**config.mk**
```make
export PLATFORM = sky130hd
export DESIGN_NAME = outpoint_run_validator_flat
export DESIGN_NICKNAME = d
export VERILOG_FILES = /design/src/orv_pkg.sv /design/src/orv_if.sv /design/src/orv_core.sv /design/src/orv_result_fifo.sv /design/src/outpoint_run_validator.sv /design/src/flat_wrapper.sv
export SDC_FILE = /design/constraint.sdc
export NUM_CORES = 2
export LEC_CHECK = 0
export BUFFER_PORTS_ARGS = -buffer_cell sky130_fd_sc_hd__buf_2
export CAP_MARGIN = 20
export CORE_MARGIN = 2
export CORE_UTILIZATION = 25
export DETAILED_ROUTE_END_ITERATION = 12
export PLACE_DENSITY = 0.46
export SKIP_CTS_REPAIR_TIMING = 1
export SLEW_MARGIN = 5
export SYNTH_ARGS = -nofsm -noshare
export SYNTH_HDL_FRONTEND = slang
export SYNTH_SLANG_ARGS = --single-unit
export TNS_END_PERCENT = 30
```
**constraint.sdc**
```tcl
create_clock -name i_clk -period 40.9 [get_ports i_clk]
set_clock_uncertainty 0.2 [all_clocks]
set_input_delay 4.09 -clock i_clk [delete_from_list [all_inputs] [get_ports i_clk]]
set_output_delay 4.09 -clock i_clk [all_outputs]
set_load 0.01 [all_outputs]
```
**src/orv_pkg.sv**
```systemverilog
`timescale 1ns / 1ps
// ----------------------------------------------------------------------------
// orv_pkg
// Shared types and codes of the outpoint run validator.
// ----------------------------------------------------------------------------
package orv_pkg;

    typedef enum logic [1:0] {
        MODE_CREATE = 2'd0,
        MODE_SPEND  = 2'd1,
        MODE_FLUSH  = 2'd2,
        MODE_NONE   = 2'd3
    } t_mode;

    typedef enum logic [1:0] {
        KIND_COIN          = 2'd0,
        KIND_OK            = 2'd1,
        KIND_COLLISION     = 2'd2,
        KIND_SPEND_UNKNOWN = 2'd3
    } t_kind;

    localparam int unsigned RES_DEPTH = 4;
    localparam int unsigned RES_PTR_W = $clog2(RES_DEPTH);
    localparam int unsigned RES_CNT_W = $clog2(RES_DEPTH + 1);

    typedef struct packed {
        logic [1:0]       mode;
        logic [3:0][63:0] txid;
        logic [31:0]      out_index;
        logic [63:0]      event_seq;
        logic [30:0]      block_height;
        logic [62:0]      coin_value;
        logic             from_coinbase;
        logic [15:0]      script_length;
        logic [31:0]      script_offset;
    } t_event;

    typedef struct packed {
        t_kind              kind;
        logic [3:0][63:0]   txid;
        logic [31:0]        out_index;
        logic [63:0]        value_or_seq;
        logic signed [31:0] height;
        logic               coinbase;
        logic [15:0]        script_length;
        logic [31:0]        script_offset;
        logic               last;
    } t_result;

    typedef struct packed {
        logic [1:0] count;
        t_result    res0;
        t_result    res1;
    } t_emit;

endpackage

```
**src/orv_if.sv**
```systemverilog
`timescale 1ns / 1ps
// ----------------------------------------------------------------------------
// orv_event_if / orv_result_if
// Valid/ready channels for event words and result words.
// ----------------------------------------------------------------------------
interface orv_event_if;
    logic        valid;
    logic        ready;
    logic [1:0]  mode;
    logic [63:0] txid_w0;
    logic [63:0] txid_w1;
    logic [63:0] txid_w2;
    logic [63:0] txid_w3;
    logic [31:0] out_index;
    logic [63:0] event_seq;
    logic [30:0] block_height;
    logic [62:0] coin_value;
    logic        from_coinbase;
    logic [15:0] script_length;
    logic [31:0] script_offset;

    modport source (
        output valid, mode, txid_w0, txid_w1, txid_w2, txid_w3, out_index,
               event_seq, block_height, coin_value, from_coinbase,
               script_length, script_offset,
        input  ready
    );
    modport sink (
        input  valid, mode, txid_w0, txid_w1, txid_w2, txid_w3, out_index,
               event_seq, block_height, coin_value, from_coinbase,
               script_length, script_offset,
        output ready
    );
endinterface

interface orv_result_if;
    logic               valid;
    logic               ready;
    logic [1:0]         result_kind;
    logic [63:0]        coin_txid_w0;
    logic [63:0]        coin_txid_w1;
    logic [63:0]        coin_txid_w2;
    logic [63:0]        coin_txid_w3;
    logic [31:0]        coin_out_index;
    logic [63:0]        value_or_seq;
    logic signed [31:0] height_out;
    logic               coin_is_coinbase;
    logic [15:0]        coin_script_length;
    logic [31:0]        coin_script_offset;
    logic               last;

    modport source (
        output valid, result_kind, coin_txid_w0, coin_txid_w1, coin_txid_w2,
               coin_txid_w3, coin_out_index, value_or_seq, height_out,
               coin_is_coinbase, coin_script_length, coin_script_offset, last,
        input  ready
    );
    modport sink (
        input  valid, result_kind, coin_txid_w0, coin_txid_w1, coin_txid_w2,
               coin_txid_w3, coin_out_index, value_or_seq, height_out,
               coin_is_coinbase, coin_script_length, coin_script_offset, last,
        output ready
    );
endinterface

```
**src/orv_core.sv**
```systemverilog
`timescale 1ns / 1ps
// ----------------------------------------------------------------------------
// orv_core
// Run tracking, reject tracking and result formation for one event word.
// ----------------------------------------------------------------------------
module orv_core import orv_pkg::*; (
    input  logic   i_clk,
    input  logic   i_rst_n,
    input  logic   i_fire,
    input  t_event i_evt,
    output t_emit  o_emit
);

    logic [3:0][63:0] r_run_txid,   n_run_txid;
    logic [31:0]      r_run_vout,   n_run_vout;
    logic             r_run_open,   n_run_open;
    logic             r_coin_live,  n_coin_live;
    logic             r_run_bad,    n_run_bad;
    logic [62:0]      r_held_value, n_held_value;
    logic [30:0]      r_held_height, n_held_height;
    logic             r_held_cb,    n_held_cb;
    logic [15:0]      r_held_slen,  n_held_slen;
    logic [31:0]      r_held_soff,  n_held_soff;
    logic             r_rej_seen,   n_rej_seen;
    logic             r_rej_spend,  n_rej_spend;
    logic [63:0]      r_rej_seq,    n_rej_seq;
    logic [30:0]      r_rej_height, n_rej_height;

    logic    same_run;
    logic    close_emit;
    logic    rej_better;
    logic    live_eff;
    t_result coin_res;
    t_result sum_res;

    assign same_run = r_run_open && (r_run_txid == i_evt.txid)
                      && (r_run_vout == i_evt.out_index);
    assign close_emit = r_run_open && !r_run_bad && r_coin_live;
    assign rej_better = !r_rej_seen || (i_evt.event_seq < r_rej_seq);

    always_comb begin
        coin_res               = '0;
        coin_res.kind          = KIND_COIN;
        coin_res.txid          = r_run_txid;
        coin_res.out_index     = r_run_vout;
        coin_res.value_or_seq  = {1'b0, r_held_value};
        coin_res.height        = $signed({1'b0, r_held_height});
        coin_res.coinbase      = r_held_cb;
        coin_res.script_length = r_held_slen;
        coin_res.script_offset = r_held_soff;
        coin_res.last          = 1'b1;

        sum_res      = '0;
        sum_res.last = 1'b1;
        if (r_rej_seen) begin
            sum_res.kind         = r_rej_spend ? KIND_SPEND_UNKNOWN : KIND_COLLISION;
            sum_res.value_or_seq = r_rej_seq;
            sum_res.height       = $signed({1'b0, r_rej_height});
        end else begin
            sum_res.kind         = KIND_OK;
            sum_res.value_or_seq = '0;
            sum_res.height       = -32'sd1;
        end
    end

    always_comb begin
        n_run_txid    = r_run_txid;
        n_run_vout    = r_run_vout;
        n_run_open    = r_run_open;
        n_coin_live   = r_coin_live;
        n_run_bad     = r_run_bad;
        n_held_value  = r_held_value;
        n_held_height = r_held_height;
        n_held_cb     = r_held_cb;
        n_held_slen   = r_held_slen;
        n_held_soff   = r_held_soff;
        n_rej_seen    = r_rej_seen;
        n_rej_spend   = r_rej_spend;
        n_rej_seq     = r_rej_seq;
        n_rej_height  = r_rej_height;
        live_eff      = same_run ? r_coin_live : 1'b0;
        o_emit        = '0;

        unique case (t_mode'(i_evt.mode))
            MODE_CREATE, MODE_SPEND: begin
                if (!same_run) begin
                    o_emit.count = {1'b0, close_emit};
                    o_emit.res0  = coin_res;
                    n_run_txid   = i_evt.txid;
                    n_run_vout   = i_evt.out_index;
                    n_run_open   = 1'b1;
                    n_run_bad    = 1'b0;
                end
                if ((t_mode'(i_evt.mode) == MODE_CREATE) == live_eff) begin
                    n_run_bad = 1'b1;
                    if (rej_better) begin
                        n_rej_seen   = 1'b1;
                        n_rej_spend  = !live_eff;
                        n_rej_seq    = i_evt.event_seq;
                        n_rej_height = i_evt.block_height;
                    end
                end
                if (t_mode'(i_evt.mode) == MODE_CREATE) begin
                    n_coin_live   = 1'b1;
                    n_held_value  = i_evt.coin_value;
                    n_held_height = i_evt.block_height;
                    n_held_cb     = i_evt.from_coinbase;
                    n_held_slen   = i_evt.script_length;
                    n_held_soff   = i_evt.script_offset;
                end else begin
                    n_coin_live = 1'b0;
                end
            end
            MODE_FLUSH: begin
                if (close_emit) begin
                    o_emit.count     = 2'd2;
                    o_emit.res0      = coin_res;
                    o_emit.res0.last = 1'b0;
                    o_emit.res1      = sum_res;
                end else begin
                    o_emit.count = 2'd1;
                    o_emit.res0  = sum_res;
                end
                n_run_open   = 1'b0;
                n_coin_live  = 1'b0;
                n_run_bad    = 1'b0;
                n_rej_seen   = 1'b0;
                n_rej_spend  = 1'b0;
                n_rej_seq    = '0;
                n_rej_height = '0;
            end
            MODE_NONE: begin
                o_emit.count = 2'd0;
            end
        endcase
    end

    always_ff @(posedge i_clk) begin
        if (!i_rst_n) begin
            r_run_open  <= 1'b0;
            r_coin_live <= 1'b0;
            r_run_bad   <= 1'b0;
            r_rej_seen  <= 1'b0;
        end else if (i_fire) begin
            r_run_open  <= n_run_open;
            r_coin_live <= n_coin_live;
            r_run_bad   <= n_run_bad;
            r_rej_seen  <= n_rej_seen;
        end
    end

    always_ff @(posedge i_clk) begin
        if (i_fire) begin
            r_run_txid    <= n_run_txid;
            r_run_vout    <= n_run_vout;
            r_held_value  <= n_held_value;
            r_held_height <= n_held_height;
            r_held_cb     <= n_held_cb;
            r_held_slen   <= n_held_slen;
            r_held_soff   <= n_held_soff;
            r_rej_spend   <= n_rej_spend;
            r_rej_seq     <= n_rej_seq;
            r_rej_height  <= n_rej_height;
        end
    end

    a_two_only_on_flush: assert property (@(posedge i_clk) disable iff (!i_rst_n)
        (o_emit.count == 2'd2) |-> (t_mode'(i_evt.mode) == MODE_FLUSH))
        else $error("two results from a non-flush word");

    a_flush_clears: assert property (@(posedge i_clk) disable iff (!i_rst_n)
        (i_fire && t_mode'(i_evt.mode) == MODE_FLUSH) |=> (!r_rej_seen && !r_run_open))
        else $error("flush left run or reject state");

    a_create_opens: assert property (@(posedge i_clk) disable iff (!i_rst_n)
        (i_fire && t_mode'(i_evt.mode) == MODE_CREATE) |=> (r_run_open && r_coin_live))
        else $error("create did not leave a live open run");

    a_bad_needs_reject: assert property (@(posedge i_clk) disable iff (!i_rst_n)
        r_run_bad |-> (r_rej_seen && r_run_open))
        else $error("bad run without a recorded reject");

endmodule

```
**src/orv_result_fifo.sv**
```systemverilog
`timescale 1ns / 1ps
// ----------------------------------------------------------------------------
// orv_result_fifo
// Small result queue; takes up to two words a cycle, gives one.
// ----------------------------------------------------------------------------
module orv_result_fifo import orv_pkg::*; (
    input  logic       i_clk,
    input  logic       i_rst_n,
    input  logic [1:0] i_push_n,
    input  t_result    i_d0,
    input  t_result    i_d1,
    input  logic       i_pop,
    output logic       o_valid,
    output logic       o_room,
    output t_result    o_data
);

    t_result                r_mem [RES_DEPTH];
    logic [RES_PTR_W-1:0]   r_wr, n_wr;
    logic [RES_PTR_W-1:0]   r_rd, n_rd;
    logic [RES_CNT_W-1:0]   r_cnt, n_cnt;
    logic [RES_PTR_W-1:0]   wr_next;
    logic                   pop_ok;

    assign pop_ok  = i_pop && (r_cnt != '0);
    assign wr_next = r_wr + RES_PTR_W'(1);
    assign o_valid = (r_cnt != '0);
    assign o_room  = (r_cnt <= RES_CNT_W'(RES_DEPTH - 2));
    assign o_data  = r_mem[r_rd];

    always_comb begin
        n_wr  = r_wr + RES_PTR_W'(i_push_n);
        n_rd  = pop_ok ? (r_rd + RES_PTR_W'(1)) : r_rd;
        n_cnt = r_cnt + RES_CNT_W'(i_push_n) - RES_CNT_W'(pop_ok);
    end

    always_ff @(posedge i_clk) begin
        if (!i_rst_n) begin
            r_wr  <= '0;
            r_rd  <= '0;
            r_cnt <= '0;
        end else begin
            r_wr  <= n_wr;
            r_rd  <= n_rd;
            r_cnt <= n_cnt;
        end
    end

    always_ff @(posedge i_clk) begin
        if (i_push_n != 2'd0) begin
            r_mem[r_wr] <= i_d0;
        end
        if (i_push_n == 2'd2) begin
            r_mem[wr_next] <= i_d1;
        end
    end

    a_no_overflow: assert property (@(posedge i_clk) disable iff (!i_rst_n)
        (RES_CNT_W'(i_push_n) + r_cnt) <= RES_CNT_W'(RES_DEPTH))
        else $error("result queue overflow");

    a_pop_counts: assert property (@(posedge i_clk) disable iff (!i_rst_n)
        (pop_ok && i_push_n == 2'd0) |=> (r_cnt == $past(r_cnt) - RES_CNT_W'(1)))
        else $error("pop did not drop the count");

    a_ptr_gap: assert property (@(posedge i_clk) disable iff (!i_rst_n)
        (r_wr - r_rd) == RES_PTR_W'(r_cnt))
        else $error("queue pointers disagree with count");

endmodule

```
**src/outpoint_run_validator.sv**
```systemverilog
`timescale 1ns / 1ps
// ----------------------------------------------------------------------------
// outpoint_run_validator
// Checks create/spend alternation over sorted outpoint runs of one shard.
//
// i_evt carries event words (create, spend, end-of-shard flush), sorted by
// outpoint then seq. o_res carries result words: a live coin for every run
// that closes clean and live, and at the flush a summary (ok, collision or
// spend unknown, with the smallest offending seq and its height). The last
// flag marks the final word caused by one event.
// An event word is taken into an input register, processed by the run
// logic once the result queue has room and written into a four-entry
// result queue, from whose head results leave on o_res. One event is
// taken every cycle while the queue has room; a flush that closes a live
// run yields two words, the coin and then the summary. The input register
// stalls when the result queue has fewer than two free entries, so a
// stall on o_res backs up into i_evt and no word is lost.
// Reset clears the run, the reject tracker and the queue; the first event
// after reset starts a fresh shard, as does the first event after a flush.
// ----------------------------------------------------------------------------
module outpoint_run_validator import orv_pkg::*; (
    input  logic         i_clk,
    input  logic         i_rst_n,
    orv_event_if.sink    i_evt,
    orv_result_if.source o_res
);

    logic    r_in_valid;
    t_event  r_in;
    logic    fire;
    logic    room;
    t_emit   emit;
    t_result head;

    assign fire        = r_in_valid && room;
    assign i_evt.ready = !r_in_valid || fire;

    always_ff @(posedge i_clk) begin
        if (!i_rst_n) begin
            r_in_valid <= 1'b0;
        end else if (i_evt.ready) begin
            r_in_valid <= i_evt.valid;
        end
    end

    always_ff @(posedge i_clk) begin
        if (!i_rst_n) begin
            r_in.mode <= MODE_NONE;
        end else if (i_evt.valid && i_evt.ready) begin
            r_in.mode          <= i_evt.mode;
            r_in.txid          <= {i_evt.txid_w3, i_evt.txid_w2, i_evt.txid_w1, i_evt.txid_w0};
            r_in.out_index     <= i_evt.out_index;
            r_in.event_seq     <= i_evt.event_seq;
            r_in.block_height  <= i_evt.block_height;
            r_in.coin_value    <= i_evt.coin_value;
            r_in.from_coinbase <= i_evt.from_coinbase;
            r_in.script_length <= i_evt.script_length;
            r_in.script_offset <= i_evt.script_offset;
        end
    end

    orv_core u_core (
        .i_clk   (i_clk),
        .i_rst_n (i_rst_n),
        .i_fire  (fire),
        .i_evt   (r_in),
        .o_emit  (emit)
    );

    orv_result_fifo u_fifo (
        .i_clk    (i_clk),
        .i_rst_n  (i_rst_n),
        .i_push_n (fire ? emit.count : 2'd0),
        .i_d0     (emit.res0),
        .i_d1     (emit.res1),
        .i_pop    (o_res.ready),
        .o_valid  (o_res.valid),
        .o_room   (room),
        .o_data   (head)
    );

    assign o_res.result_kind        = head.kind;
    assign o_res.coin_txid_w0       = head.txid[0];
    assign o_res.coin_txid_w1       = head.txid[1];
    assign o_res.coin_txid_w2       = head.txid[2];
    assign o_res.coin_txid_w3       = head.txid[3];
    assign o_res.coin_out_index     = head.out_index;
    assign o_res.value_or_seq       = head.value_or_seq;
    assign o_res.height_out         = head.height;
    assign o_res.coin_is_coinbase   = head.coinbase;
    assign o_res.coin_script_length = head.script_length;
    assign o_res.coin_script_offset = head.script_offset;
    assign o_res.last               = head.last;

endmodule
```
**src/flat_wrapper.sv**
```systemverilog
// flat-port wrapper written by rule: the top's interface ports become plain ports
module outpoint_run_validator_flat import orv_pkg::*;
  (i_clk, i_rst_n, i_evt_valid, i_evt_mode, i_evt_txid_w0, i_evt_txid_w1, i_evt_txid_w2, i_evt_txid_w3, i_evt_out_index, i_evt_event_seq, i_evt_block_height, i_evt_coin_value, i_evt_from_coinbase, i_evt_script_length, i_evt_script_offset, i_evt_ready, o_res_valid, o_res_result_kind, o_res_coin_txid_w0, o_res_coin_txid_w1, o_res_coin_txid_w2, o_res_coin_txid_w3, o_res_coin_out_index, o_res_value_or_seq, o_res_height_out, o_res_coin_is_coinbase, o_res_coin_script_length, o_res_coin_script_offset, o_res_last, o_res_ready);
  orv_event_if i_evt_i ();
  orv_result_if o_res_i ();
  input  logic i_clk;
  input  logic i_rst_n;
  input wire logic [$bits(i_evt_i.valid)-1:0] i_evt_valid;
  input wire logic [$bits(i_evt_i.mode)-1:0] i_evt_mode;
  input wire logic [$bits(i_evt_i.txid_w0)-1:0] i_evt_txid_w0;
  input wire logic [$bits(i_evt_i.txid_w1)-1:0] i_evt_txid_w1;
  input wire logic [$bits(i_evt_i.txid_w2)-1:0] i_evt_txid_w2;
  input wire logic [$bits(i_evt_i.txid_w3)-1:0] i_evt_txid_w3;
  input wire logic [$bits(i_evt_i.out_index)-1:0] i_evt_out_index;
  input wire logic [$bits(i_evt_i.event_seq)-1:0] i_evt_event_seq;
  input wire logic [$bits(i_evt_i.block_height)-1:0] i_evt_block_height;
  input wire logic [$bits(i_evt_i.coin_value)-1:0] i_evt_coin_value;
  input wire logic [$bits(i_evt_i.from_coinbase)-1:0] i_evt_from_coinbase;
  input wire logic [$bits(i_evt_i.script_length)-1:0] i_evt_script_length;
  input wire logic [$bits(i_evt_i.script_offset)-1:0] i_evt_script_offset;
  output wire logic [$bits(i_evt_i.ready)-1:0] i_evt_ready;
  output wire logic [$bits(o_res_i.valid)-1:0] o_res_valid;
  output wire logic [$bits(o_res_i.result_kind)-1:0] o_res_result_kind;
  output wire logic [$bits(o_res_i.coin_txid_w0)-1:0] o_res_coin_txid_w0;
  output wire logic [$bits(o_res_i.coin_txid_w1)-1:0] o_res_coin_txid_w1;
  output wire logic [$bits(o_res_i.coin_txid_w2)-1:0] o_res_coin_txid_w2;
  output wire logic [$bits(o_res_i.coin_txid_w3)-1:0] o_res_coin_txid_w3;
  output wire logic [$bits(o_res_i.coin_out_index)-1:0] o_res_coin_out_index;
  output wire logic [$bits(o_res_i.value_or_seq)-1:0] o_res_value_or_seq;
  output wire logic [$bits(o_res_i.height_out)-1:0] o_res_height_out;
  output wire logic [$bits(o_res_i.coin_is_coinbase)-1:0] o_res_coin_is_coinbase;
  output wire logic [$bits(o_res_i.coin_script_length)-1:0] o_res_coin_script_length;
  output wire logic [$bits(o_res_i.coin_script_offset)-1:0] o_res_coin_script_offset;
  output wire logic [$bits(o_res_i.last)-1:0] o_res_last;
  input wire logic [$bits(o_res_i.ready)-1:0] o_res_ready;
  assign i_evt_i.valid = i_evt_valid;
  assign i_evt_i.mode = i_evt_mode;
  assign i_evt_i.txid_w0 = i_evt_txid_w0;
  assign i_evt_i.txid_w1 = i_evt_txid_w1;
  assign i_evt_i.txid_w2 = i_evt_txid_w2;
  assign i_evt_i.txid_w3 = i_evt_txid_w3;
  assign i_evt_i.out_index = i_evt_out_index;
  assign i_evt_i.event_seq = i_evt_event_seq;
  assign i_evt_i.block_height = i_evt_block_height;
  assign i_evt_i.coin_value = i_evt_coin_value;
  assign i_evt_i.from_coinbase = i_evt_from_coinbase;
  assign i_evt_i.script_length = i_evt_script_length;
  assign i_evt_i.script_offset = i_evt_script_offset;
  assign i_evt_ready = i_evt_i.ready;
  assign o_res_valid = o_res_i.valid;
  assign o_res_result_kind = o_res_i.result_kind;
  assign o_res_coin_txid_w0 = o_res_i.coin_txid_w0;
  assign o_res_coin_txid_w1 = o_res_i.coin_txid_w1;
  assign o_res_coin_txid_w2 = o_res_i.coin_txid_w2;
  assign o_res_coin_txid_w3 = o_res_i.coin_txid_w3;
  assign o_res_coin_out_index = o_res_i.coin_out_index;
  assign o_res_value_or_seq = o_res_i.value_or_seq;
  assign o_res_height_out = o_res_i.height_out;
  assign o_res_coin_is_coinbase = o_res_i.coin_is_coinbase;
  assign o_res_coin_script_length = o_res_i.coin_script_length;
  assign o_res_coin_script_offset = o_res_i.coin_script_offset;
  assign o_res_last = o_res_i.last;
  assign o_res_i.ready = o_res_ready;
  outpoint_run_validator u_core (.i_clk(i_clk), .i_rst_n(i_rst_n), .i_evt(i_evt_i), .o_res(o_res_i));
endmodule
```
======== Word-level counts from Yosys, hierarchy flattened ========
Memories as Yosys holds them, arrays and structs flattened. A register that Yosys moved wholly into a read port is not among the register bits.
Index checks and enable logic that the tools add are counted.
Widths: inputs -> output; s select.
operators by class
  multiplexer cells ....................... 36
  magnitude comparators ................... 2
  bitwise operators ....................... 1
  reductions and logical operators ........ 25
  add/sub/neg operators ................... 5
  equal/unequal tests ..................... 11
operators with widths
  cell                 number
  $mux 436             2
  $pmux 436 s2         1
  $mux 438             1
  $mux 437             1
  $eq 256x256->1       1
  $mux 64              2
  $pmux 64 s2          1
  $mux 96              1
  $lt 64x64->1         1
  $mux 31              2
  $pmux 31 s2          1
  $eq 32x32->1         1
  $mux 1               14
  $reduce_and 3->1     4
  $pmux 1 s2           5
  $mux 2               4
  $logic_and 1x1->1    7
  $eq 2x2->1 const B   3
  $ne 2x2->1 const B   3
  $pmux 2 s3           1
  $add 2x1->2 const B  2
  $logic_not 1->1      4
  $reduce_and 2->1     2
  $reduce_and 4->1     1
  13 further kinds     15
storage, ports and cells
  memories ................................ 1
  memory bits (writable) .................. 1744
  input port bits ......................... 501
  register bits ........................... 1036
memory list
  name                 depth  width  rd ports  clocked after memory_dff  write ports  RTL line               RTL
  u_core.u_fifo.r_mem  4      436    1         1                         2            orv_result_fifo.sv:18  t_result r_mem [RES_DEPTH];

======== Logic depth before layout (Yosys ltp) ========
  depth in word-level cells ............... 9
  depth in mapped cells ................... 15
  gate-level depth less buffers ........... 15

======== Hierarchy ========
A second synthesis with hierarchy kept.
second synthesis, totals
  cells, all modules ...................... 7247
  area total of the unflattened synthesis .. 128192.9 sq um
modules (own cells, without submodules)
  module                  cells each  sequential area each (sq um)  times used  area each (sq um)
  orv_result_fifo         4266        52550.4                       1           84442.2
  orv_core                2469        15905.3                       1           28742.6
  outpoint_run_validator  512         14924.3                       1           15008.1

======== Worst setup path after synthesis ========
No wires, ideal clock.
  path type ............................... register to register
  from .................................... register u_core.u_core.r_run_txid (netlist bit u_core.u_core.coin_res[328])
  to ...................................... register u_core.u_core.r_run_txid (netlist bit u_core.u_core.coin_res[178]), enable pin
  setup time .............................. 1.292 ns
  arrival time ............................ 20.427 ns
  cell stages (with the launch flop) ...... 8
  period minus slack after synthesis ...... 21.919 ns
  path slack .............................. 18.981 ns
  cell sequence ........................... edfxtp_1 > xnor2_1 > nand4_1 > nor4_1 > and4_1 > nand4_1 > nor4_4 > nor3_1
between the ends
  longest elaborated chain between the ends .. 5
RTL lines
  what                        RTL line         RTL
  start, declared             orv_core.sv:14   logic [3:0][63:0] r_run_txid, n_run_txid;
  start signal, assigned      orv_core.sv:154  r_run_txid <= n_run_txid;
  $eq 256x256->1              orv_core.sv:36   assign same_run = r_run_open && (r_run_txid == i_evt.txid)
  $logic_and 1x1->1           orv_core.sv:36
  $logic_and 1x1->1           orv_core.sv:37   && (r_run_vout == i_evt.out_index);
  $not 1->1 (no line)         n/a
  $reduce_and 3->1 (no line)  n/a
No other way between the ends.
A chain may end at the register's enable or synchronous reset.

==> flow_metrics.py <==
metrics = {
    "worst_setup_path": {
        "cp_top_family": "buffers and inverters",
        "path_buf_inv": 5,
        "crit_type": "register to output port",
        "slowest_stage": "buf_4",
        "cp.required_ps": 36610,
        "worstPathArrival_ps": 5720,
        "path_cells": "buf_4 > buf_4 > buf_4 > buf_4 > mux4_2 > buf_2",
        "critPathLaunchType": "register",
        "cp-end-kind": "output port",
        "slowest_delay_ps": 830,
        "cp_common_cell": "buf_4",
        "critPathMaxFanout": 38,
    },
    "synth": {
        "synthFlopType": "edfxtp_1",
        "syn_nets": 8808,
        "async_reset_ff_share_pct": 0,
        "mappedNetlistArea_mm2": 0.113,
        "synthCells": 8239,
        "synth.yosys.seq_area_share_pct": 62.1,
        "syn_avg_cell_area_um2": 13.7,
        "synth-edff-count": 1418,
        "yosysUniqueCellTypes": 56,
        "yosysWarnings": 0,
        "synth_seq_cells": 2782,
    },
    "layout": {
        "mostFrequentLayoutCells": "1744 x nand2_1, 1418 x edfxtp_1, 1362 x dfxtp_1",
        "final_cell_area_mm2": 0.134,
        "nNetsFinal": 9645,
        "stdcell_count": 15400,
        "layout_commonest_cell": "nand2_1",
        "area_delta_synth_final_pct": 19.5,
        "drive_above_1_share_pct": 21.6,
    },
    "power": {
        "totalPowerFinal_mw": 7.29,
        "power.leakage_nw": 55.5,
        "irDropWorstVdd_mv": 0.0352,
        "powerDensity_mw_per_mm2": 54.2,
    },
    "die": {
        "io_pins": 939,
        "start_util_pct": 25.1,
        "row_count": 246,
        "die_y_um": 675,
        "fp.dieW_um": 675,
        "core_area_mm2": 0.448,
        "die-area_mm2": 0.455,
    },
    "sta": {
        "fin_crit_sh_pct": 24.5,
        "max-slew-margin-rel_pct": 12.3,
        "fmax_mhz": 99.9,
        "finalMaxSlewViolations": 0,
        "tightest_slew_ps": 1320,
        "final.min_clock_period_ps": 10010,
        "setup_viol": 0,
        "grt_setup_unrepaired": "no",
        "fin_tns_setup_ps": 0,
        "hold_viol": 0,
        "timing.final.ws_setup_ps": 30890,
    },
    "cts": {
        "root_buffer": "clkbuf_16",
        "clockBufferDepth": 4,
        "cts_num_sinks": 2782,
        "cts_made_buffers": 331,
        "htree_levels": 5,
        "cts_tree": "done",
        "clk_latency_ps": 960,
        "clk_pin_slew_ps": 60,
    },
    "route": {
        "drc": 0,
        "final_antenna_net_count": 0,
        "drt-total-wl_um": 449000,
        "wl_per_cell_um": 29.2,
        "via_per_inst": 4.86,
        "drtIter0Drc": 6816,
        "drtPass1Iterations": 6,
        "vias": 74800,
    },
    "global_route": {
        "grt_max_degree": 140,
        "grt_pass1_vias": 75500,
        "antenna_found_initial": 189,
        "grt_util_all_layers_pct": 18.9,
        "grt_overflow": 0,
        "grt_pass1_wl_um": 610000,
    },
    "placement": {
        "placed_area_mm2": 0.123,
        "dp_slack_ps": 30980,
        "place_congestion": 0.885,
        "dp.cells": 14700,
        "port_buffers": 938,
        "dp_hpwl_um": 300000,
    },
    "status": {
        "status": "finished clean",
    },
    "flow_run": {
        "drv_cap": 0,
    },
    "hold_path": {
        "hp-class": "register to register",
    },
}
metal layers:
layer	track usage (%)	vias to the layer above	share of wire, %
met1	24.0	38900	41
met2	30.9	3084	47
met5	0	-	0.051
met4	8.86	36	4.9
li1	-	32000	-
met3	3.64	743	7.1
power breakdown:
group	leakage, nW	internal [mW]	switching, mW
clock	5.31	1.73	1.25
sequential	24.2	3.10	0.107
combinational	25.9	0.427	0.684
total	55.5	5.25	2.04
synthesized netlist by cell type, drive strengths merged (14+ instances only):
| cell | number | area share, % |
|---|---|---|
| a32o | 252 | 2.2 |
| nand4 | 43 | 0.24 |
| and2 | 14 | 0.078 |
| buf | 254 | 1.5 |
| inv | 165 | 0.55 |
| a21o | 14 | 0.093 |
| nand3 | 18 | 0.080 |
| a21oi | 35 | 0.16 |
| ha | 67 | 0.75 |
| o21ai | 18 | 0.080 |
| edfxtp | 1418 | 38 |
| nand2b | 24 | 0.13 |
| o22ai | 154 | 0.86 |
| clkbuf | 307 | 1.0 |
| mux4 | 436 | 8.7 |
| xnor2 | 89 | 0.69 |
| nand2 | 1754 | 5.9 |
| xor2 | 78 | 0.61 |
| dfxtp | 1364 | 24 |
| nor4 | 36 | 0.21 |
| mux2i | 1349 | 12 |
| nor3 | 18 | 0.080 |
| nor2 | 57 | 0.19 |
| a2111oi | 17 | 0.13 |
| nor2b | 178 | 0.99 |
flip-flops by register name (all words and copies together) (netlist names), 2 cells and up, named ones only:
| signal | count |
|---|---|
| u_core.u_fifo.r_mem | 1744 |
| u_core.r_in | 497 |
| u_core.u_core.coin_res | 256 |
| u_core.u_core.r_rej_seq | 64 |
| u_core.u_core.r_held_value | 63 |
| u_core.u_core.r_held_soff | 32 |
| u_core.u_core.r_run_vout | 32 |
| u_core.u_core.r_held_height | 31 |
| u_core.u_core.r_rej_height | 31 |
| u_core.u_core.r_held_slen | 16 |
| u_core.u_fifo.r_cnt | 3 |
| u_core.u_fifo.r_rd | 2 |
| u_core.u_fifo.r_wr | 2 |
logic make-up after synthesis:
logic type	after synthesis	share of synthesized area (%)
xor+xnor	167	1.30
fa+ha+maj	68	0.763
mux	1785	20.7
compound gates	554	4.08
simple gates	2157	7.96
flops	2782	62.1
buf+inv	726	3.06
path summary, 6_finish.rpt:
| kind | from | endpoint | slack (ps) | cells after the start |
|---|---|---|---|---|
| max | register | o_res_coin_txid_w3[27] | 30890 | 6 |
| max reg2reg | u_core.u_core.coin_res[416] | u_core.u_fifo.r_mem[3][204] | 32710 | 14 |
| min reg2reg | u_core.r_in[106] | u_core.u_core.r_held_value[57] | 210 | 0 |
| min | u_core.r_in[106] | u_core.u_core.r_held_value[57] | 210 | 0 |
stage by stage:
stage          hold WS, ps  util, %
3_5_place_dp           205     27.5
5_1_grt                211     30.0
2_1_floorplan          200        -
4_1_cts                207     29.9
6_report               206     30.0
3_3_place_gp           201     27.5
final cells by class:
cell class                 count  area [um^2]
clock inverter               138         1420
fill                       45000       314000
multi-input combinational   4731        39500
timing repair buffer        1065         5870
inverter                     165          619
clock buffer                 473         9480
antenna                       92          230
sequential                  2782        69900
tap                         5952         7450
(Power assumes the default switching activity.)
